===== src/fbcd_pkg.sv =====
// ============================================================================
// fbcd_pkg: shared types and constants for the block cache directory
// Operation codes, register indexes, field widths and controller/datapath
// command and status bundles.
// ============================================================================
package fbcd_pkg;

    // field widths fixed by the interface
    localparam int ID_W       = 16;
    localparam int NODE_W     = 6;
    localparam int NC_W       = 7;
    localparam int CE_W       = 5;
    localparam int SLOT_W     = 4;
    localparam int MODE_W     = 2;
    localparam int CFG_IDX_W  = 4;
    localparam int CFG_DATA_W = 16;

    // parameter defaults
    localparam int DEF_CACHE_DEPTH = 16;
    localparam int DEF_ID_BITS     = 16;

    localparam logic [NC_W-1:0] MAX_NODES = 7'd64;

    // operation codes
    localparam logic [MODE_W-1:0] MODE_LOOKUP = 2'd0;
    localparam logic [MODE_W-1:0] MODE_FILL   = 2'd1;
    localparam logic [MODE_W-1:0] MODE_INVAL  = 2'd2;
    localparam logic [MODE_W-1:0] MODE_NONE   = 2'd3;

    // register indexes
    localparam logic [CFG_IDX_W-1:0] CFG_NODE_COUNT    = 4'd0;
    localparam logic [CFG_IDX_W-1:0] CFG_BLOCK_COUNT   = 4'd1;
    localparam logic [CFG_IDX_W-1:0] CFG_OWN_NODE      = 4'd2;
    localparam logic [CFG_IDX_W-1:0] CFG_CACHE_ENTRIES = 4'd3;

    typedef struct packed {
        logic load;        // capture the input word
        logic per_start;   // start blocks-per-node division
        logic per_store;   // keep blocks-per-node quotient
        logic own_start;   // start owner division
        logic scan_start;  // start tag search (lookup, invalidate)
        logic commit;      // update directory, load result register
    } t_cmd;

    typedef struct packed {
        logic per_ok;      // blocks-per-node is current
        logic div_busy;
        logic scan_busy;
    } t_sts;

endpackage


===== src/fbcd_div.sv =====
// ============================================================================
// fbcd_div: iterative unsigned divider
// Restoring division, one quotient bit per cycle.
// ============================================================================
module fbcd_div (
    input  logic                      i_clk,
    input  logic                      i_rst_n,
    input  logic                      i_start,
    input  logic [fbcd_pkg::ID_W-1:0] i_dividend,
    input  logic [fbcd_pkg::ID_W-1:0] i_divisor,
    output logic                      o_busy,
    output logic [fbcd_pkg::ID_W-1:0] o_quotient,
    output logic [fbcd_pkg::ID_W-1:0] o_remainder
);

    localparam int W   = fbcd_pkg::ID_W;
    localparam int C_W = $clog2(W + 1);

    logic [C_W-1:0] r_cnt;
    logic [W-1:0]   r_rem;
    logic [W-1:0]   r_q;
    logic [W-1:0]   r_dvs;

    logic [W:0] trial;
    logic [W:0] diff;
    logic       ge;

    assign trial = {r_rem, r_q[W-1]};
    assign diff  = trial - {1'b0, r_dvs};
    assign ge    = (trial >= {1'b0, r_dvs});

    always_ff @(posedge i_clk) begin
        if (!i_rst_n) begin
            r_cnt <= '0;
        end else if (i_start) begin
            r_cnt <= C_W'(W);
            r_rem <= '0;
            r_q   <= i_dividend;
            r_dvs <= i_divisor;
        end else if (r_cnt != '0) begin
            r_cnt <= r_cnt - C_W'(1);
            r_rem <= ge ? diff[W-1:0] : trial[W-1:0];
            r_q   <= {r_q[W-2:0], ge};
        end
    end

    assign o_busy      = (r_cnt != '0);
    assign o_quotient  = r_q;
    assign o_remainder = r_rem;

endmodule


===== src/fbcd_datapath.sv =====
// ============================================================================
// fbcd_datapath: configuration, home-node arithmetic and tag directory
// Holds the registers, the shared divider, the tag memory with its valid
// bits, the search sequencer and the result register.
// ============================================================================
module fbcd_datapath #(
    parameter int CACHE_DEPTH = fbcd_pkg::DEF_CACHE_DEPTH,
    parameter int ID_BITS     = fbcd_pkg::DEF_ID_BITS
) (
    input  logic                            i_clk,
    input  logic                            i_rst_n,
    input  fbcd_pkg::t_cmd                  i_cmd,
    output fbcd_pkg::t_sts                  o_sts,
    input  logic [fbcd_pkg::MODE_W-1:0]     i_mode,
    input  logic [fbcd_pkg::ID_W-1:0]       i_block_id,
    input  logic                            i_cfg_we,
    input  logic [fbcd_pkg::CFG_IDX_W-1:0]  i_cfg_index,
    input  logic [fbcd_pkg::CFG_DATA_W-1:0] i_cfg_data,
    output logic [fbcd_pkg::NODE_W-1:0]     o_owner_node,
    output logic                            o_out_of_range,
    output logic                            o_is_local,
    output logic                            o_hit,
    output logic [fbcd_pkg::SLOT_W-1:0]     o_slot,
    output logic                            o_evicted_valid,
    output logic [fbcd_pkg::ID_W-1:0]       o_evicted_id
);

    localparam int IDX_W = (CACHE_DEPTH > 1) ? $clog2(CACHE_DEPTH) : 1;
    localparam int CNT_W = $clog2(CACHE_DEPTH + 1);
    localparam int EW    = (CNT_W > fbcd_pkg::CE_W) ? CNT_W : fbcd_pkg::CE_W;
    localparam int TAG_W = (ID_BITS < fbcd_pkg::ID_W) ? ID_BITS : fbcd_pkg::ID_W;
    localparam int IW    = fbcd_pkg::ID_W;
    localparam int NW    = fbcd_pkg::NODE_W;
    localparam int NCW   = fbcd_pkg::NC_W;
    localparam int SW    = fbcd_pkg::SLOT_W;

    // configuration
    logic [NCW-1:0]              r_node_count;
    logic [IW-1:0]               r_block_count;
    logic [NW-1:0]               r_own_node;
    logic [fbcd_pkg::CE_W-1:0]   r_cache_entries;
    logic [IW-1:0]               r_per;
    logic                        r_per_ok;

    // current word
    logic [fbcd_pkg::MODE_W-1:0] r_mode;
    logic [IW-1:0]               r_id;

    // directory
    logic [TAG_W-1:0]            r_tag_mem [CACHE_DEPTH];
    logic [CACHE_DEPTH-1:0]      r_valid;
    logic [CACHE_DEPTH-1:0]      r_written;
    logic [IDX_W-1:0]            r_ptr;
    logic [TAG_W-1:0]            r_rd_tag;
    logic                        r_rd_valid;
    logic                        r_rd_written;

    // search
    logic                        r_scan_on;
    logic                        r_pend;
    logic [CNT_W-1:0]            r_scan_i;
    logic [IDX_W-1:0]            r_pend_idx;
    logic                        r_found;
    logic [IDX_W-1:0]            r_hit_idx;

    // result
    logic [NW-1:0]               r_owner;
    logic                        r_oor;
    logic                        r_local;
    logic                        r_hit;
    logic [SW-1:0]               r_slot;
    logic                        r_ev_valid;
    logic [IW-1:0]               r_ev_id;

    logic [NCW-1:0]   nodes;
    logic [EW-1:0]    ce_ext;
    logic [CNT_W-1:0] entries;
    logic [IDX_W-1:0] fill_slot;
    logic [IDX_W-1:0] next_ptr;
    logic [IW-1:0]    id_masked;
    logic [IDX_W-1:0] rd_addr;
    logic             mem_re;
    logic             match_now;
    logic             scan_issue;
    logic             div_start;
    logic [IW-1:0]    div_dividend;
    logic [IW-1:0]    div_divisor;
    logic             div_busy;
    logic [IW-1:0]    div_q;
    logic [IW-1:0]    div_r;
    logic [NW-1:0]    owner;
    logic             oor;

    // clamp node count and entry count into their working ranges
    always_comb begin
        if (r_node_count == '0) begin
            nodes = NCW'(1);
        end else if (r_node_count > fbcd_pkg::MAX_NODES) begin
            nodes = fbcd_pkg::MAX_NODES;
        end else begin
            nodes = r_node_count;
        end
    end

    assign ce_ext = EW'(r_cache_entries);

    always_comb begin
        if (ce_ext == '0) begin
            entries = CNT_W'(1);
        end else if (ce_ext > EW'(CACHE_DEPTH)) begin
            entries = CNT_W'(CACHE_DEPTH);
        end else begin
            entries = CNT_W'(ce_ext);
        end
    end

    // fall back to slot 0 when the pointer lies beyond the entries in use
    assign fill_slot = (CNT_W'(r_ptr) < entries) ? r_ptr : '0;
    assign next_ptr  = ((CNT_W'(fill_slot) + CNT_W'(1)) == entries) ? '0 :
                       IDX_W'(CNT_W'(fill_slot) + CNT_W'(1));

    assign id_masked = IW'(i_block_id[TAG_W-1:0]);

    // configuration writes
    always_ff @(posedge i_clk) begin
        if (!i_rst_n) begin
            r_node_count    <= NCW'(1);
            r_block_count   <= IW'(1);
            r_own_node      <= '0;
            r_cache_entries <= fbcd_pkg::CE_W'(1);
            r_per_ok        <= 1'b0;
        end else begin
            if (i_cmd.per_store) begin
                r_per_ok <= 1'b1;
            end
            if (i_cfg_we) begin
                case (i_cfg_index)
                    fbcd_pkg::CFG_NODE_COUNT: begin
                        r_node_count <= i_cfg_data[NCW-1:0];
                        r_per_ok     <= 1'b0;
                    end
                    fbcd_pkg::CFG_BLOCK_COUNT: begin
                        r_block_count <= i_cfg_data[IW-1:0];
                        r_per_ok      <= 1'b0;
                    end
                    fbcd_pkg::CFG_OWN_NODE: begin
                        r_own_node <= i_cfg_data[NW-1:0];
                    end
                    fbcd_pkg::CFG_CACHE_ENTRIES: begin
                        r_cache_entries <= i_cfg_data[fbcd_pkg::CE_W-1:0];
                    end
                    default: begin
                    end
                endcase
            end
        end
    end

    always_ff @(posedge i_clk) begin
        if (i_cmd.per_store) begin
            r_per <= div_q;
        end
        if (i_cmd.load) begin
            r_mode <= i_mode;
            r_id   <= id_masked;
        end
    end

    // shared divider: blocks per node, then the owner
    assign div_start    = i_cmd.per_start || i_cmd.own_start;
    assign div_dividend = i_cmd.per_start ? r_block_count : r_id;
    assign div_divisor  = (i_cmd.per_start || (r_per == '0)) ? IW'(nodes) : r_per;

    fbcd_div u_div (
        .i_clk       (i_clk),
        .i_rst_n     (i_rst_n),
        .i_start     (div_start),
        .i_dividend  (div_dividend),
        .i_divisor   (div_divisor),
        .o_busy      (div_busy),
        .o_quotient  (div_q),
        .o_remainder (div_r)
    );

    always_comb begin
        if (r_per == '0) begin
            owner = div_r[NW-1:0];
        end else if (div_q >= IW'(nodes)) begin
            owner = NW'(nodes - NCW'(1));
        end else begin
            owner = div_q[NW-1:0];
        end
    end

    assign oor = (r_id >= r_block_count);

    // search: one read per cycle, compare on the registered tag
    assign match_now  = r_scan_on && r_pend && r_rd_valid &&
                        (r_rd_tag == r_id[TAG_W-1:0]);
    assign scan_issue = r_scan_on && !match_now && (r_scan_i < entries);
    assign rd_addr    = i_cmd.load ? fill_slot : r_scan_i[IDX_W-1:0];
    assign mem_re     = (i_cmd.load && (i_mode == fbcd_pkg::MODE_FILL)) || scan_issue;

    always_ff @(posedge i_clk) begin
        if (!i_rst_n) begin
            r_scan_on <= 1'b0;
            r_pend    <= 1'b0;
            r_found   <= 1'b0;
        end else if (i_cmd.load) begin
            r_found <= 1'b0;
        end else if (i_cmd.scan_start &&
                     ((r_mode == fbcd_pkg::MODE_LOOKUP) ||
                      (r_mode == fbcd_pkg::MODE_INVAL))) begin
            r_scan_on <= 1'b1;
            r_pend    <= 1'b0;
            r_scan_i  <= '0;
        end else if (r_scan_on) begin
            if (match_now) begin
                r_found   <= 1'b1;
                r_hit_idx <= r_pend_idx;
                r_scan_on <= 1'b0;
                r_pend    <= 1'b0;
            end else if (scan_issue) begin
                r_pend     <= 1'b1;
                r_pend_idx <= r_scan_i[IDX_W-1:0];
                r_scan_i   <= r_scan_i + CNT_W'(1);
            end else begin
                r_scan_on <= 1'b0;
                r_pend    <= 1'b0;
            end
        end
    end

    // tag memory
    always_ff @(posedge i_clk) begin
        if (i_cmd.commit && (r_mode == fbcd_pkg::MODE_FILL)) begin
            r_tag_mem[fill_slot] <= r_id[TAG_W-1:0];
        end
        if (mem_re) begin
            r_rd_tag <= r_tag_mem[rd_addr];
        end
    end

    always_ff @(posedge i_clk) begin
        if (mem_re) begin
            r_rd_valid   <= r_valid[rd_addr];
            r_rd_written <= r_written[rd_addr];
        end
    end

    // valid bits, fill marks and replacement pointer
    always_ff @(posedge i_clk) begin
        if (!i_rst_n) begin
            r_valid   <= '0;
            r_written <= '0;
            r_ptr     <= '0;
        end else if (i_cmd.commit) begin
            if (r_mode == fbcd_pkg::MODE_FILL) begin
                r_valid[fill_slot]   <= 1'b1;
                r_written[fill_slot] <= 1'b1;
                r_ptr                <= next_ptr;
            end else if ((r_mode == fbcd_pkg::MODE_INVAL) && r_found) begin
                r_valid[r_hit_idx] <= 1'b0;
            end
        end
    end

    // result register
    always_ff @(posedge i_clk) begin
        if (i_cmd.commit) begin
            r_owner    <= '0;
            r_oor      <= 1'b0;
            r_local    <= 1'b0;
            r_hit      <= 1'b0;
            r_slot     <= '0;
            r_ev_valid <= 1'b0;
            r_ev_id    <= '0;
            if (r_mode != fbcd_pkg::MODE_NONE) begin
                r_oor   <= oor;
                r_owner <= oor ? '0 : owner;
            end
            case (r_mode)
                fbcd_pkg::MODE_LOOKUP: begin
                    if (!oor) begin
                        if (owner == r_own_node) begin
                            r_local <= 1'b1;
                        end else if (r_found) begin
                            r_hit  <= 1'b1;
                            r_slot <= SW'(r_hit_idx);
                        end
                    end
                end
                fbcd_pkg::MODE_FILL: begin
                    r_slot     <= SW'(fill_slot);
                    r_ev_valid <= r_rd_valid;
                    // an entry never filled is reported with the all-ones tag
                    r_ev_id    <= r_rd_written ? IW'(r_rd_tag) : IW'({TAG_W{1'b1}});
                end
                fbcd_pkg::MODE_INVAL: begin
                    if (r_found) begin
                        r_hit  <= 1'b1;
                        r_slot <= SW'(r_hit_idx);
                    end
                end
                default: begin
                end
            endcase
        end
    end

    assign o_sts.per_ok    = r_per_ok;
    assign o_sts.div_busy  = div_busy;
    assign o_sts.scan_busy = r_scan_on;

    assign o_owner_node    = r_owner;
    assign o_out_of_range  = r_oor;
    assign o_is_local      = r_local;
    assign o_hit           = r_hit;
    assign o_slot          = r_slot;
    assign o_evicted_valid = r_ev_valid;
    assign o_evicted_id    = r_ev_id;

endmodule


===== src/fbcd_ctrl.sv =====
// ============================================================================
// fbcd_ctrl: sequencer for the block cache directory
// Steps each word through the divisions and the search that it needs, then commits it
// to the result register when that register is free.
// ============================================================================
module fbcd_ctrl (
    input  logic                        i_clk,
    input  logic                        i_rst_n,
    input  logic                        i_in_valid,
    input  logic [fbcd_pkg::MODE_W-1:0] i_mode,
    output logic                        o_in_ready,
    output logic                        o_out_valid,
    input  logic                        i_out_ready,
    output fbcd_pkg::t_cmd              o_cmd,
    input  fbcd_pkg::t_sts              i_sts
);

    localparam logic [2:0] S_IDLE = 3'd0;
    localparam logic [2:0] S_PER  = 3'd1;
    localparam logic [2:0] S_PERW = 3'd2;
    localparam logic [2:0] S_OWN  = 3'd3;
    localparam logic [2:0] S_OWNW = 3'd4;
    localparam logic [2:0] S_DONE = 3'd5;

    logic [2:0] r_state;
    logic [2:0] n_state;
    logic       r_out_valid;
    logic       n_out_valid;
    logic       out_free;

    assign out_free   = !r_out_valid || i_out_ready;
    assign o_in_ready = (r_state == S_IDLE);

    always_comb begin
        n_state = r_state;
        o_cmd   = '0;
        unique case (r_state)
            S_IDLE: begin
                if (i_in_valid) begin
                    o_cmd.load = 1'b1;
                    if (i_mode == fbcd_pkg::MODE_NONE) begin
                        n_state = S_DONE;
                    end else if (i_sts.per_ok) begin
                        n_state = S_OWN;
                    end else begin
                        n_state = S_PER;
                    end
                end
            end
            S_PER: begin
                o_cmd.per_start = 1'b1;
                n_state         = S_PERW;
            end
            S_PERW: begin
                if (!i_sts.div_busy) begin
                    o_cmd.per_store = 1'b1;
                    n_state         = S_OWN;
                end
            end
            S_OWN: begin
                o_cmd.own_start  = 1'b1;
                o_cmd.scan_start = 1'b1;
                n_state          = S_OWNW;
            end
            S_OWNW: begin
                if (!i_sts.div_busy && !i_sts.scan_busy) begin
                    n_state = S_DONE;
                end
            end
            S_DONE: begin
                // hold until the previous result is taken
                if (out_free) begin
                    o_cmd.commit = 1'b1;
                    n_state      = S_IDLE;
                end
            end
            default: begin
                n_state = S_IDLE;
            end
        endcase
    end

    always_comb begin
        if (o_cmd.commit) begin
            n_out_valid = 1'b1;
        end else if (i_out_ready) begin
            n_out_valid = 1'b0;
        end else begin
            n_out_valid = r_out_valid;
        end
    end

    always_ff @(posedge i_clk) begin
        if (!i_rst_n) begin
            r_state     <= S_IDLE;
            r_out_valid <= 1'b0;
        end else begin
            r_state     <= n_state;
            r_out_valid <= n_out_valid;
        end
    end

    assign o_out_valid = r_out_valid;

    a_commit_free: assert property (@(posedge i_clk) disable iff (!i_rst_n)
        o_cmd.commit |-> (!r_out_valid || i_out_ready))
        else $error("result committed over an untaken result");

    a_accept_leaves_idle: assert property (@(posedge i_clk) disable iff (!i_rst_n)
        (i_in_valid && o_in_ready) |=> (r_state != S_IDLE))
        else $error("accepted word did not start processing");

    a_idle_quiet: assert property (@(posedge i_clk) disable iff (!i_rst_n)
        (r_state == S_IDLE) |-> (!i_sts.div_busy && !i_sts.scan_busy))
        else $error("divider or search still running while idle");

    a_div_start_free: assert property (@(posedge i_clk) disable iff (!i_rst_n)
        (o_cmd.per_start || o_cmd.own_start) |-> !i_sts.div_busy)
        else $error("divider restarted while busy");

endmodule


===== src/fifo_block_cache_directory.sv =====
// ============================================================================
// fifo_block_cache_directory: block cache directory with home-node lookup
// Fully associative directory with FIFO replacement; each word is a lookup,
// fill, invalidate or unused-mode word, and gives one result word.
// ============================================================================
//  channel  | direction | handshake               | payload
//  ---------+-----------+-------------------------+----------------------------
//  in       | sink      | i_in_valid/o_in_ready   | i_mode, i_block_id
//  out      | source    | o_out_valid/i_out_ready | o_owner_node .. o_evicted_id
//  cfg      | sink      | i_cfg_valid/o_cfg_ready | i_cfg_index, i_cfg_data
//
//  A word passes through accept, divider start, the divider steps, wait exit
//  and commit; the iterative divider for the owner sets its length. A lookup
//  or invalidate whose search reaches the sixteenth entry can outlast the
//  divider, as the search runs beside the owner division. A word of the
//  unused mode goes from accept straight to commit.
//  After a write to node_count or block_count the next word first recomputes
//  blocks per node on the same divider.
//  Reset clears the valid bits at once; no clearing pass.
//  A result waits in the output register; the next word is accepted and
//  held before commit until that result is taken.
module fifo_block_cache_directory #(
    parameter int CACHE_DEPTH = fbcd_pkg::DEF_CACHE_DEPTH,
    parameter int ID_BITS     = fbcd_pkg::DEF_ID_BITS
) (
    input  logic                            i_clk,
    input  logic                            i_rst_n,
    input  logic                            i_in_valid,
    output logic                            o_in_ready,
    input  logic [fbcd_pkg::MODE_W-1:0]     i_mode,
    input  logic [fbcd_pkg::ID_W-1:0]       i_block_id,
    output logic                            o_out_valid,
    input  logic                            i_out_ready,
    output logic [fbcd_pkg::NODE_W-1:0]     o_owner_node,
    output logic                            o_out_of_range,
    output logic                            o_is_local,
    output logic                            o_hit,
    output logic [fbcd_pkg::SLOT_W-1:0]     o_slot,
    output logic                            o_evicted_valid,
    output logic [fbcd_pkg::ID_W-1:0]       o_evicted_id,
    input  logic                            i_cfg_valid,
    output logic                            o_cfg_ready,
    input  logic [fbcd_pkg::CFG_IDX_W-1:0]  i_cfg_index,
    input  logic [fbcd_pkg::CFG_DATA_W-1:0] i_cfg_data
);

    fbcd_pkg::t_cmd cmd;
    fbcd_pkg::t_sts sts;

    assign o_cfg_ready = 1'b1;

    fbcd_ctrl u_ctrl (
        .i_clk       (i_clk),
        .i_rst_n     (i_rst_n),
        .i_in_valid  (i_in_valid),
        .i_mode      (i_mode),
        .o_in_ready  (o_in_ready),
        .o_out_valid (o_out_valid),
        .i_out_ready (i_out_ready),
        .o_cmd       (cmd),
        .i_sts       (sts)
    );

    fbcd_datapath #(
        .CACHE_DEPTH (CACHE_DEPTH),
        .ID_BITS     (ID_BITS)
    ) u_datapath (
        .i_clk           (i_clk),
        .i_rst_n         (i_rst_n),
        .i_cmd           (cmd),
        .o_sts           (sts),
        .i_mode          (i_mode),
        .i_block_id      (i_block_id),
        .i_cfg_we        (i_cfg_valid),
        .i_cfg_index     (i_cfg_index),
        .i_cfg_data      (i_cfg_data),
        .o_owner_node    (o_owner_node),
        .o_out_of_range  (o_out_of_range),
        .o_is_local      (o_is_local),
        .o_hit           (o_hit),
        .o_slot          (o_slot),
        .o_evicted_valid (o_evicted_valid),
        .o_evicted_id    (o_evicted_id)
    );

endmodule


===== config.mk =====
export PLATFORM = sky130hd
export DESIGN_NAME = fifo_block_cache_directory
export DESIGN_NICKNAME = d
export VERILOG_FILES = /design/src/fbcd_pkg.sv /design/src/fbcd_div.sv /design/src/fbcd_datapath.sv /design/src/fbcd_ctrl.sv /design/src/fifo_block_cache_directory.sv
export SDC_FILE = /design/constraint.sdc
export NUM_CORES = 1
export LEC_CHECK = 0
export BUFFER_PORTS_ARGS = -buffer_cell sky130_fd_sc_hd__buf_2
export CAP_MARGIN = 20
export CORE_AREA = 2 2 286 260
export DETAILED_ROUTE_END_ITERATION = 7
export DIE_AREA = 0 0 288 262
export PLACE_DENSITY_LB_ADDON = 0.2
export SYNTH_ARGS = -nofsm -noshare
export SYNTH_HDL_FRONTEND = slang
export SYNTH_SLANG_ARGS = --single-unit

===== constraint.sdc =====
create_clock -name i_clk -period 5.33 [get_ports i_clk]
set_input_delay 0.2665 -clock i_clk [delete_from_list [all_inputs] [get_ports i_clk]]
set_output_delay 0.2665 -clock i_clk [all_outputs]
set_load 0.1 [all_outputs]

Yosys cells after proc, flatten, opt, wreduce, memory -nomap -nowiden
Memories as Yosys holds them, arrays and structs flattened. A register that Yosys moved wholly into a read port is not among the register bits.
Cells that the tools add are included.
Word-level totals
  bits in writable memories: 256
  word-level logic and storage cells: 203
  input port bits: 43
  flip-flop bits (word level): 210
  memories: 1
  output and inout bits: 33
Operators by class
  reductions and logical operators: 52
  add/sub/neg operators: 5
  bitwise logic cells: 10
  equal/unequal tests: 21
  mux-type cells: 68
  $lt $le $gt $ge: 12
Memories
  u_datapath.r_tag_mem: words 16, bits a word 16, rd ports 1, clocked after Yosys merged registers in 1, wr ports 1, RTL line fbcd_datapath.sv:50  | logic [TAG_W-1:0] r_tag_mem [CACHE_DEPTH];
Operators with widths (number)
  $mux W16: 8
  $mux W5: 7
  $or A16 B16 Y16: 2
  $mux W1: 28
  $mux W4: 6
  $mux W7: 3
  $pmux W3 S6: 1
  $reduce_and A2 Y1: 9
  $ge A17 B16 Y1: 1
  $and A16 B16 Y16: 1
  $eq A16 B16 Y1: 1
  $ge A16 B16 Y1: 1
  $ge A16 B7 Y1: 1
  $logic_not A16 Y1: 1
  $not A16 Y16: 1
  $sub A16 B16 Y16: 1
  $lt A4 B5 Y1 const B: 3
  $mux W3: 5
  $logic_and A1 B1 Y1: 12
  $mux W6: 2
  $pmux W4 S3: 1
  $reduce_and A5 Y1: 2
  $reduce_bool A2 Y1: 5
  $reduce_or A2 Y1: 5
  36 further kinds: 61

Longest topological paths before layout
Gate-level depths: netlist of run 1.
  depth after elaboration: 11
  gate-level depth with buffers: 16
  mapped depth without buffers: 15

By module
A second synthesis of run 1 with hierarchy kept.
Unflattened totals
  cells, all modules: 1539
  area total of the unflattened synthesis: 21604.5 um^2
Modules (own cells, without submodules)
  fbcd_datapath: instances 1, cells an instance 1202, area an instance 18109.9 um^2
  fbcd_div: instances 1, cells an instance 293, area an instance 3143.0 um^2
  fbcd_ctrl: instances 1, cells an instance 42, area an instance 340.3 um^2
  fifo_block_cache_directory: instances 1, cells an instance 2, area an instance 11.3 um^2

Worst setup path before layout of run 1
Ideal clock, no wire load.
  path kind: flip-flop to flip-flop
  start point: register u_ctrl.r_out_valid, in the netlist u_ctrl.o_out_valid
  end point: memory u_datapath.r_tag_mem[15][0] in the netlist's numbering (enable)
  cell stages (with the launch flop): 6
  arrival: 4.054 ns
  clock period less this slack: 4.468 ns
  data required time: 4.916 ns
  slack: 0.862 ns
  path through: dfxtp_1 nor2b_1 nor2_1 nand2_1 clkbuf_1 nor3_1
RTL lines
  from (decl): RTL line fbcd_ctrl.sv:27  | logic r_out_valid;
  from (signal assigned): RTL line fbcd_ctrl.sv:99  | r_out_valid <= n_out_valid;
  to (decl): RTL line fbcd_datapath.sv:50

Worst setup path after layout of run 1
  start point: register u_datapath.r_cache_entries (netlist bit u_datapath.ce_ext[4])
  end point: register u_datapath.r_rd_tag[2], read port of u_datapath.r_tag_mem, data pin
Between the ends
  longest elaborated chain between the ends: 6
  elaborated cells on any way between the ends: 10
  classes of those cells: 3 x order compare; 4 x mux; 3 x reduce/logical
Ends and longest elaborated chain
  from (decl): RTL line fbcd_datapath.sv:41  | logic [fbcd_pkg::CE_W-1:0] r_cache_entries;
  from (signal assigned): RTL line fbcd_datapath.sv:130  | r_cache_entries <= fbcd_pkg::CE_W'(1);
  from (signal assigned): RTL line fbcd_datapath.sv:150  | r_cache_entries <= i_cfg_data[fbcd_pkg::CE_W-1:0];
  $gt A5 B5 Y1: RTL line fbcd_datapath.sv:110  | end else if (ce_ext > EW'(CACHE_DEPTH)) begin
  $mux W5: RTL line fbcd_datapath.sv:110
  $mux W5 *: RTL line fbcd_datapath.sv:108  | if (ce_ext == '0) begin
  $lt A4 B5 Y1 / $lt A5 B5 Y1 (equally long branches): RTL line fbcd_datapath.sv:118, fbcd_datapath.sv:200
  $mux W4 / $logic_and A1 B1 Y1 (equally long branches): RTL line fbcd_datapath.sv:118, fbcd_datapath.sv:200
  $mux W4 / $logic_or A1 B1 Y1 (equally long branches): RTL line fbcd_datapath.sv:201, fbcd_datapath.sv:202
  to (decl): RTL line fbcd_datapath.sv:54  | logic [TAG_W-1:0] r_rd_tag;
Mark *: on every way between the ends. The rest lies on a longest branch, timed or not.
A chain may end at the register's enable or synchronous reset.

==> results of run 1 <==
[kinds of logic after synthesis]
kind of cell    synth area share, %
simple gates                   14.2
flops                          63.2
compound gates                 11.9
buf+inv                        3.23
fa+ha+maj                      3.16
mux                            2.36
xor+xnor                       1.99
other cells                  0.0174
[worst max-delay path, delay by kind of cell (launching register included)]
family	cells	cell delay, ps
AO/OA/AOI/OAI	6	2050
adder cells (fa/ha/maj)	1	230
buffers and inverters	2	520
flip-flops	1	480
AND/OR/NAND/NOR	2	230
[repair_timing]
action | CTS | global route
buffers inserted | 0 | 0
hold buffers | 34 | 0
hold endpoints to repair | 37 | 0
[cell usage in the layout, fill, tap and decap left out, types with 19 or more instances in the layout]
cell,netlist,final
ha_1,53,53
and2_0,27,27
nor2b_1,30,30
o211ai_1,24,24
nor2_1,59,58
xor2_1,24,24
o21ai_0,71,71
o21ai_1,22,22
nand3_1,58,58
a221o_1,19,19
buf_4,3,39
mux2i_1,51,51
a211oi_1,41,41
a21oi_1,49,49
dfxtp_1,83,83
edfxtp_1,399,399
a21boi_0,21,20
inv_1,75,75
clkbuf_16,0,54
dlygate4sd3_1,0,34
a31oi_1,40,40
nand2_1,351,351
xnor2_1,25,25
buf_2,12,76
o21a_1,46,46
and2_1,37,37
[state kept, by name (all words and copies together), names as in the netlist, 5 cells and up]
register and cells:
u_datapath.ce_ext 5, u_datapath.o_evicted_id 16, u_datapath.o_owner_node 6, u_datapath.r_block_count 16, u_datapath.r_id 16, u_datapath.r_node_count 7, u_datapath.r_own_node 6, u_datapath.r_per 16
u_datapath.r_rd_tag 16, u_datapath.r_scan_i 5, u_datapath.r_tag_mem 256, u_datapath.r_valid 16, u_datapath.r_written 16, u_datapath.u_div.o_quotient 16, u_datapath.u_div.o_remainder 16, u_datapath.u_div.r_cnt 5
u_datapath.u_div.r_dvs 16
[per-layer routing]
layer | GRT usage (%) | part of all wire (%) | vias to the layer above
li1 | - | - | 6930
met1 | 23.4 | 51 | 7034
met2 | 24.0 | 43 | 300
met3 | 2.78 | 4.9 | 79
met4 | 3.76 | 1.6 | 0
met5 | 0 | 0 | -
[final cells by class]
type,count,share of cell area [%]
Antenna cell,1,0.00995
Sequential cell,482,54.3
Clock inverter,23,0.572
Inverter,76,1.13
Clock buffer,73,5.70
Timing Repair Buffer,156,4.58
Tap cell,960,4.78
Multi-Input combinational cell,1188,29.0
[report_power, final]
group          internal [mW]  switching [mW]
clock network           1.87            1.50
registers               4.56           0.285
logic                  0.879            1.55
total                   7.31            3.34
[worst max-delay path by stage]
stage,from,to,slack (ps)
2_1_floorplan,u_ctrl.o_out_valid$_SDFFE_PN0P_,u_datapath.r_tag_mem[15][0]$_DFFE_PP_,860
3_3_place_gp,u_datapath.ce_ext[4]$_SDFFE_PN0P_,u_datapath.r_tag_mem[3][13]$_DFFE_PP_,1400
3_5_place_dp,u_datapath.ce_ext[4]$_SDFFE_PN0P_,u_datapath.r_tag_mem[11][14]$_DFFE_PP_,1410
4_1_cts,u_datapath.ce_ext[4]$_SDFFE_PN0P_,u_datapath.r_tag_mem[11][9]$_DFFE_PP_,1350
5_1_grt,u_datapath.r_node_count[2]$_SDFFE_PN0P_,u_datapath.o_is_local$_SDFFCE_PP0P_,1170
6_report,u_datapath.ce_ext[4]$_SDFFE_PN0P_,u_datapath.r_rd_tag[2]$_DFFE_PP_,1570
[metrics by stage]
step / instances / hold WS (ps) / utilization (%)
3_5_place_dp: 2826 / 409 / 32.0
4_1_cts: 2956 / 17.7 / 34.6
5_1_grt: 2958 / 52.7 / 34.7
3_3_place_gp: 2823 / 405 / 32.0
2_1_floorplan: 1837 / 365 / -
6_report: 2959 / 51.7 / 34.7
==> run metrics, run 1 <==
largest net degree at the start of global routing 94; Worst Path Max Fanout 25; post-synth net total 1934; Routed Antenna Nets 0; FP Rows 94; area leader, netlist edfxtp_1; Max Slew Vio Count 0; Total Wirelength 59.5 mm; Slew HR 33.4%; setup_tns 0 ps; register area share after synthesis a little over three fifths; DRC Markers 0; DP HPWL 38.8 mm; Leak 8.92 nW; measured slew at the worst slew-check pin ~1000 ps; Largest stage delay, worst path ~500 ps; RSZ-0062 raised after global routing false; post-route setup slack 1570 ps; CTS resizes 0; Pre-antenna DRT Iters 5; I/O pin cnt 76; Die X around 290 um; fillers 7271; root buffer cell clkbuf_16; CTS tree built; top post-synthesis cells by count edfxtp_1 (399), nand2_1 (351), dfxtp_1 (83), inv_1 (75), o21ai_0 (71); Starting Density 29.8%; top-count cell post-synth edfxtp_1; GRT Overall Usage 15.8%; Synth top area share 55.5%; hold path depth 3; Clock Latency Late Sink 620 ps; Critical Path AT 4120 ps; # port buffers 74; worst min-delay path class input pin to flip-flop; power density cells 423 nW/um2; Setup WS pre-CTS ~1400 ps; CTS buffer count 52; dpl cell area between 20000 and 25000 um2; f_max 266 MHz; outcome complete, no violations; clock sink count 482; Overall Power around 11 mW; Critical R2R Capture u_datapath.r_rd_tag[2]$_DFFE_PP_; worst clock skew ~50 ps; Synth cell types between 70 and 80; register area 13600 um2; Overflow after GRT 0; CP required 5690 ps; multi-input logic area 7280 um2; Syn Inst Count around 1.8k; H-tree depth 2; Placer Congestion 0.821; via count around 14k; Setup crit end kind flip-flop; Synth Warn # 0; final hold vios 0; Peak VDD IR 234 uV; Vias per Instance 4.85; Worst R2R Start u_datapath.ce_ext[4]$_SDFFE_PN0P_; Vert. Die Dim 262 um; first-pass GRT wire length 89.6 mm; Yosys reg bits 482; Post-synth top flop edfxtp_1; synthesized area per cell 11.8 um2; fraction of registers with async set/reset 0%; Tmin final 3760 ps; initial antenna violation count 0; WL/cell 20.1 um; crit path cell chain inv_1 -> nand2_1 -> ha_1 -> o211ai_1 -> nor2_1 -> a21oi_2 -> a31oi_4 -> buf_4 -> o21ai_0 -> o21ai_1 -> a221o_1; CP max stage cell o21ai_0; 1st-iter DRT viols 1021; Worst R2R Path Depth 11; Max-Cap Viols 0; maximum clock insertion buffer count 3; Setup-failing EPs final 0; CORE AREA 72400 um2; post-route cell area approximately 25000 um2; CP Launch Type flip-flop; full die area 75500 um2; Nets 2053; Worst-path clk slew 60 ps; worst setup path class flip-flop to flip-flop; largest cells by area after synthesis edfxtp_1 (55%), dfxtp_1 (7.7%), nand2_1 (6.1%); Area Overhead vs Synth 16.4%; fraction of layout cells with a size suffix above 1 about a tenth; vias in the first global route 14.1k; Post-synth EDFFs 399; Post-Syn Area roughly 22000 um2; period utilization 70.6%; Hold EP u_datapath.r_block_count[4]$_SDFFE_PN0P_; hold path start i_cfg_data[4]; R2R Setup Slk between 1500 and 2000 ps
(Power assumes the default switching activity.)
==> inputs of run 2 (changes only) <==
==> constraint.sdc (replaced) <==
create_clock -name i_clk -period 3.1 [get_ports i_clk]
set_input_delay 0.155 -clock i_clk [delete_from_list [all_inputs] [get_ports i_clk]]
set_output_delay 0.155 -clock i_clk [all_outputs]
set_load 0.1 [all_outputs]
==> run metrics, run 2 (synthesis gave the netlist of run 1 again) <==
outcome complete, but fails checks (was complete, no violations); violated checks negative setup slack; Nets 2159 (was 2053); Starting Density 29.8% (unchanged); Vias per Instance 4.89 (was 4.85); root buffer cell clkbuf_16 (unchanged); I/O pin cnt 76 (unchanged); FP Rows 94 (unchanged); Worst-path clk slew 60 ps (about the same); Area Overhead vs Synth 24.1% (was 16.4%); CTS tree built (unchanged); H-tree depth 2 (unchanged); Placer Congestion 0.823 (was 0.821); Max-Cap Viols 0 (unchanged); CP max stage cell or4_4 (was o21ai_0); post-route setup slack -130 ps (was 1570 ps); Vert. Die Dim 262 um (unchanged); largest net degree at the start of global routing 63 (was 94); worst clock skew 55.6 ps (was 50.4 ps); Pre-antenna DRT Iters 5 (unchanged); CP Launch Type flip-flop (unchanged); Routed Antenna Nets 0 (unchanged); via count 15.0k (was 14.3k); vias in the first global route 14.4k (was 14.1k); Die X 288 um (unchanged); Leak 9.77 nW (was 8.92 nW); Max Slew Vio Count 0 (unchanged); WHS 35.6 ps (was 51.7 ps); Biggest register u_datapath.r_tag_mem (unchanged); Slew HR 42.1% (was 33.4%); CP required 3540 ps (was 5690 ps); Setup crit end kind flip-flop (unchanged); family with the most delay on the worst path simple AND/OR/NAND/NOR gates (was compound AO/OA/AOI/OAI gates); Worst Path Max Fanout 6 (was 25); maximum clock insertion buffer count 3 (unchanged); worst setup path class flip-flop to flip-flop (unchanged); Largest stage delay, worst path 550 ps (was 500 ps); Peak VDD IR 504 uV (was 234 uV); DRC Markers 0 (unchanged); WL/cell 20.8 um (was 20.1 um); setup_tns -587 ps (was 0 ps); Clock Latency Late Sink 630 ps (was 620 ps); Setup-failing EPs final 6 (was 0); measured slew at the worst slew-check pin 868 ps (was 999 ps); CORE AREA 72400 um2 (unchanged); Layout Cells excl Fill 3064 (was 2959); RSZ-0062 raised after global routing true (was false); f_max 310 MHz (was 266 MHz); worst min-delay path class input pin to flip-flop (unchanged); # port buffers 74 (unchanged); clock sink count 482 (unchanged); first-pass GRT wire length 92.5 mm (was 89.6 mm); # diodes 0 (was 1); Tmin final 3230 ps (was 3760 ps); power density cells 725 nW/um2 (was 423 nW/um2); max reg flops 256 (unchanged); post-placement cell count 2917 (was 2826); full die area 75500 um2 (unchanged); fillers 7099 (was 7271); DP HPWL 41.5 mm (was 38.8 mm); GRT Overall Usage 16.5% (was 15.8%); 1st-iter DRT viols 1413 (was 1021); Setup WS pre-CTS -217 ps (was 1410 ps); Overflow after GRT 0 (unchanged); most frequent cells in the layout edfxtp_1 (399), nand2_1 (349), buf_4 (108), dfxtp_1 (80), buf_2 (74) (was edfxtp_1 (399), nand2_1 (351), dfxtp_1 (83), buf_2 (76), inv_1 (75)); period utilization 104% (was 70.6%); fraction of layout cells with a size suffix above 1 18.0% (was 10.6%); Total Wirelength 63.9 mm (was 59.5 mm); commonest non-fill, non-tap cell in the layout edfxtp_1 (unchanged); Crit path buffers/inverters 2 (unchanged); CTS buffer count 51 (was 52); initial antenna violation count 0 (unchanged); Overall Power 19.4 mW (was 10.6 mW); Critical Path AT 3670 ps (was 4120 ps); final hold vios 0 (unchanged); crit path cell chain or4_4 -> nor2_4 -> o21ai_2 -> buf_4 -> ha_1 -> nor3b_1 -> o21ai_1 -> xor2_1 -> o311ai_0 -> o21ai_1 -> nor4_4 -> buf_6 -> nor4b_4 (was inv_1 -> nand2_1 -> ha_1 -> o211ai_1 -> nor2_1 -> a21oi_2 -> a31oi_4 -> buf_4 -> o21ai_0 -> o21ai_1 -> a221o_1); CP dominant cell by count o21ai_1
## run 2: cell count changes in the layout (fill, tap and decap cells not counted), sizes merged
cell         change
buf             +98
bufinv           +6
clkbuf           -6
clkinv           +1
clkinvlp         +2
diode            -1
dlygate4sd3      +3
inv              +2
## run 2: path summary, 6_finish.rpt
| kind | start | to | slack (ps) | cells past startpoint |
|---|---|---|---|---|
| setup / recovery | u_datapath.r_node_count[1]$_SDFFE_PN0P_ | u_datapath.o_is_local$_SDFFCE_PP0P_ | -130 | 13 |
| hold / removal | i_rst_n | u_datapath.r_scan_i[4]$_SDFFCE_PP0P_ | 40 | 3 |
| setup reg to reg | u_datapath.r_node_count[1]$_SDFFE_PN0P_ | u_datapath.o_is_local$_SDFFCE_PP0P_ | -130 | 13 |
| hold reg to reg | u_datapath.r_pend_idx[0]$_DFFE_PP_ | u_datapath.r_hit_idx[0]$_DFFE_PP_ | 420 | 0 |
## run 2: cell type report
cell class / instances / area, um2 / area share, %
clock inverter: 34 / 372 / 1.39
timing repair buffer: 263 / 2420 / 9.01
clock buffer: 61 / 1350 / 5.05
multi-input combinational: 1188 / 7530 / 28.1
inverter: 76 / 288 / 1.07
tap: 960 / 1200 / 4.48
sequential: 482 / 13600 / 50.9
## run 2: worst min-delay path: stages
cell and delay [ps]:
buf_2 120, nand2_1 70, nor2_1 110
## run 2: power breakdown
group	internal [mW]	switching, mW
logic	1.89	2.99
registers	7.83	0.416
clock network	3.64	2.67
## run 2: repair_timing
action / CTS / global route
hold buffers: 37 / 0
hold endpoints to repair: 55 / 0
gates cloned: 0 / 6
setup buffers: 0 / 9
pin swaps: 6 / 10
setup endpoints to repair: 12 / 33
resized for setup: 11 / 55
## run 2: through the flow
stage	utilization, %	instance area (um2)
after global routing	37.0	26800
after floorplan	-	21600
after CTS	36.4	26300
after global placement	33.4	24200
after detailed placement	33.4	24200
final	37.0	26800
## run 2: per-layer routing
metal / routed length (um) / vias up / GRT usage (%)
li1: - / 7131 / -
met1: 31500 / 7363 / 24.8
met2: 27200 / 416 / 24.7
met3: 4050 / 73 / 2.50
met4: 1170 / 0 / 3.86
met5: 0 / - / 0
==> inputs of run 3 (changes only) <==
--- a/config.mk
+++ b/config.mk
@@ -10,7 +10,8 @@
 export CORE_AREA = 2 2 286 260
 export DETAILED_ROUTE_END_ITERATION = 7
 export DIE_AREA = 0 0 288 262
-export PLACE_DENSITY_LB_ADDON = 0.2
+export GPL_TIMING_DRIVEN = 0
+export PLACE_DENSITY = 0.45
 export SYNTH_ARGS = -nofsm -noshare
 export SYNTH_HDL_FRONTEND = slang
 export SYNTH_SLANG_ARGS = --single-unit
==> run metrics, run 3 (synthesis gave the netlist of run 1 again) <==
outcome complete, but fails checks (unchanged); violated checks negative setup slack (unchanged); WL/cell 22.1 um (was 20.8 um); Max Slew Vio Count 0 (unchanged); CP required 3560 ps (was 3540 ps); GRT busiest layer met1 (unchanged); Sw Ratio 32.5% (was 31.3%); Total Wirelength 68.4 mm (was 63.9 mm); most frequent cells in the layout edfxtp_1 (399), nand2_1 (324), buf_2 (83), dfxtp_1 (75), inv_1 (72) (was edfxtp_1 (399), nand2_1 (349), buf_4 (108), dfxtp_1 (80), buf_2 (74)); CP dominant cell by count buf_6 (was o21ai_1); # port buffers 74 (unchanged); RSZ-0062 raised after global routing true (unchanged); Vias per Instance 4.93 (was 4.89); worst setup path class flip-flop to flip-flop (unchanged); CP max stage cell a2111oi_2 (was or4_4); Setup WS pre-CTS -1050 ps (was -217 ps); Overflow after GRT 0 (unchanged); H-tree depth 2 (unchanged); WHS 42.5 ps (was 35.6 ps); via count 15.3k (was 15.0k); DRC Markers 0 (unchanged); CORE AREA 72400 um2 (unchanged); Largest stage delay, worst path 570 ps (was 550 ps); post-placement cell count 2878 (was 2917); f_max 289 MHz (was 310 MHz); Vert. Die Dim 262 um (unchanged); Tmin final 3460 ps (was 3230 ps); Worst-path clk slew 60 ps (about the same); Routed Antenna Nets 0 (unchanged); GRT Overall Usage 18.1% (was 16.5%); Slew HR 42.9% (was 42.1%); Layout Cells excl Fill 3095 (was 3064); Worst Path Max Fanout 9 (was 6); power density cells 730 nW/um2 (was 725 nW/um2); maximum clock insertion buffer count 3 (unchanged); commonest non-fill, non-tap cell in the layout edfxtp_1 (unchanged); I/O pin cnt 76 (unchanged); Critical Path AT 3920 ps (was 3670 ps); Setup-failing EPs final 8 (was 6); full die area 75500 um2 (unchanged); Die X 288 um (unchanged); initial antenna violation count 1 (was 0); root buffer cell clkbuf_16 (unchanged); internal power 13.4 mW (about the same); combinational power share 27.1% (was 25.1%); Peak VDD IR 536 uV (was 504 uV); CP Launch Type flip-flop (unchanged); crit path cell chain clkinv_2 -> nand2_1 -> ha_1 -> a2111oi_2 -> a2111oi_4 -> a21oi_4 -> buf_6 -> mux2i_2 -> a21oi_2 -> xor2_2 -> nor4_4 -> buf_6 -> nor4b_4 (was or4_4 -> nor2_4 -> o21ai_2 -> buf_4 -> ha_1 -> nor3b_1 -> o21ai_1 -> xor2_1 -> o311ai_0 -> o21ai_1 -> nor4_4 -> buf_6 -> nor4b_4); Area Overhead vs Synth 26.1% (was 24.1%); Clk pwr share 31.6% (was 32.5%); vias in the first global route 14.9k (was 14.4k); CTS buffer count 51 (unchanged); Biggest register u_datapath.r_tag_mem (unchanged); Max-Cap Viols 0 (unchanged); P_sw 6.47 mW (was 6.08 mW); Placer Congestion 0.816 (was 0.823); Starting Density 29.8% (unchanged); largest net degree at the start of global routing 20 (was 63); worst clock skew 48.4 ps (was 55.6 ps); first-pass GRT wire length 101 mm (was 92.5 mm); Overall Power 19.9 mW (was 19.4 mW); clock sink count 482 (unchanged); met2 Usage GRT 27.3% (was 24.7%); worst min-delay path class input pin to flip-flop (unchanged); Clock Latency Late Sink 630 ps (about the same); final hold vios 0 (unchanged); measured slew at the worst slew-check pin 856 ps (was 868 ps); sequential share of power 41.3% (was 42.4%); Crit path buffers/inverters 3 (was 2); # diodes 0 (unchanged); DP HPWL 45.8 mm (was 41.5 mm); family with the most delay on the worst path compound AO/OA/AOI/OAI gates (was simple AND/OR/NAND/NOR gates); Nets 2191 (was 2159); setup_tns -2250 ps (was -587 ps); GR Layer Usage met1 27.5% (was 24.8%); Setup crit end kind flip-flop (unchanged); met3 Track Usage GR 2.55% (was 2.50%); 1st-iter DRT viols 1275 (was 1413); Pre-antenna DRT Iters 5 (unchanged); max reg flops 256 (unchanged); Leak 9.81 nW (was 9.77 nW); post-route setup slack -363 ps (was -130 ps); FP Rows 94 (unchanged); CTS tree built (unchanged); fraction of layout cells with a size suffix above 1 21.8% (was 18.0%); period utilization 112% (was 104%)
==> run 3: cell count changes in the layout (fill, tap and decap cells not counted), moves of 14 or more <==
cell,before,now
buf_12,29,15
buf_4,108,71
clkbuf_1,6,40
nand2_1,349,324
==> run 3: tightest hold or removal path, cell delays in order <==
cell     delay (ps)
buf_2           110
nand2_1          90
or2_2           140
o211a_1         150
==> run 3: stage by stage <==
stage	utilization [%]	area (um2)
final	37.6	27200
after global routing	37.6	27200
after CTS	36.8	26600
after detailed placement	32.3	23400
after global placement	32.1	23200
after floorplan	-	21600
==> run 3: final cells by class <==
cell class / instances / area (um2)
fillers: 7115 / 45200
flip-flops and latches: 482 / 13700
multi-input cells: 1189 / 7990
repair buffers: 206 / 1770
clock buffers: 60 / 1320
well taps: 960 / 1200
plain buffers: 87 / 607
clock inverters: 34 / 374
inverters: 76 / 302
repair inverters: 1 / 5.00
==> run 3: final timing paths <==
kind                                           start                             endpoint  slack, ps  cells after the start
max          u_datapath.r_node_count[6]$_SDFFE_PN0P_  u_datapath.o_is_local$_SDFFCE_PP0P_       -360                     13
max reg2reg  u_datapath.r_node_count[6]$_SDFFE_PN0P_  u_datapath.o_is_local$_SDFFCE_PP0P_       -360                     13
min                                      i_cfg_valid       u_datapath.r_per_ok$_SDFF_PN0_         40                      4
min reg2reg       u_datapath.r_pend_idx[0]$_DFFE_PP_    u_datapath.r_hit_idx[0]$_DFFE_PP_        420                      0
==> run 3: timing repair <==
action	4_1_cts	5_1_grt
setup buffers	69	15
hold endpoints to repair	58	0
cloned	2	1
endpoints found under the setup margin	364	77
gates resized for setup	171	124
hold buffers	39	0
pin swaps	33	51
==> run 3: power by group through the flow <==
stage | clock network [mW] | logic [mW] | registers, mW
floorplan | 0 | 2.84 | 8.35
global placement | 0 | 4.10 | 8.66
detailed placement | 0 | 4.30 | 8.61
CTS | 6.43 | 5.15 | 8.22
global route | 6.71 | 5.86 | 8.26
finish | 6.30 | 5.38 | 8.21
==> run 3: per-layer routing <==
layer  vias to the layer above  part of all wire (%)
li1                       7206                     -
met1                      7612                    50
met2                       378                    44
met3                        66                   5.3
met4                         0                   1.4
met5                         -                     0
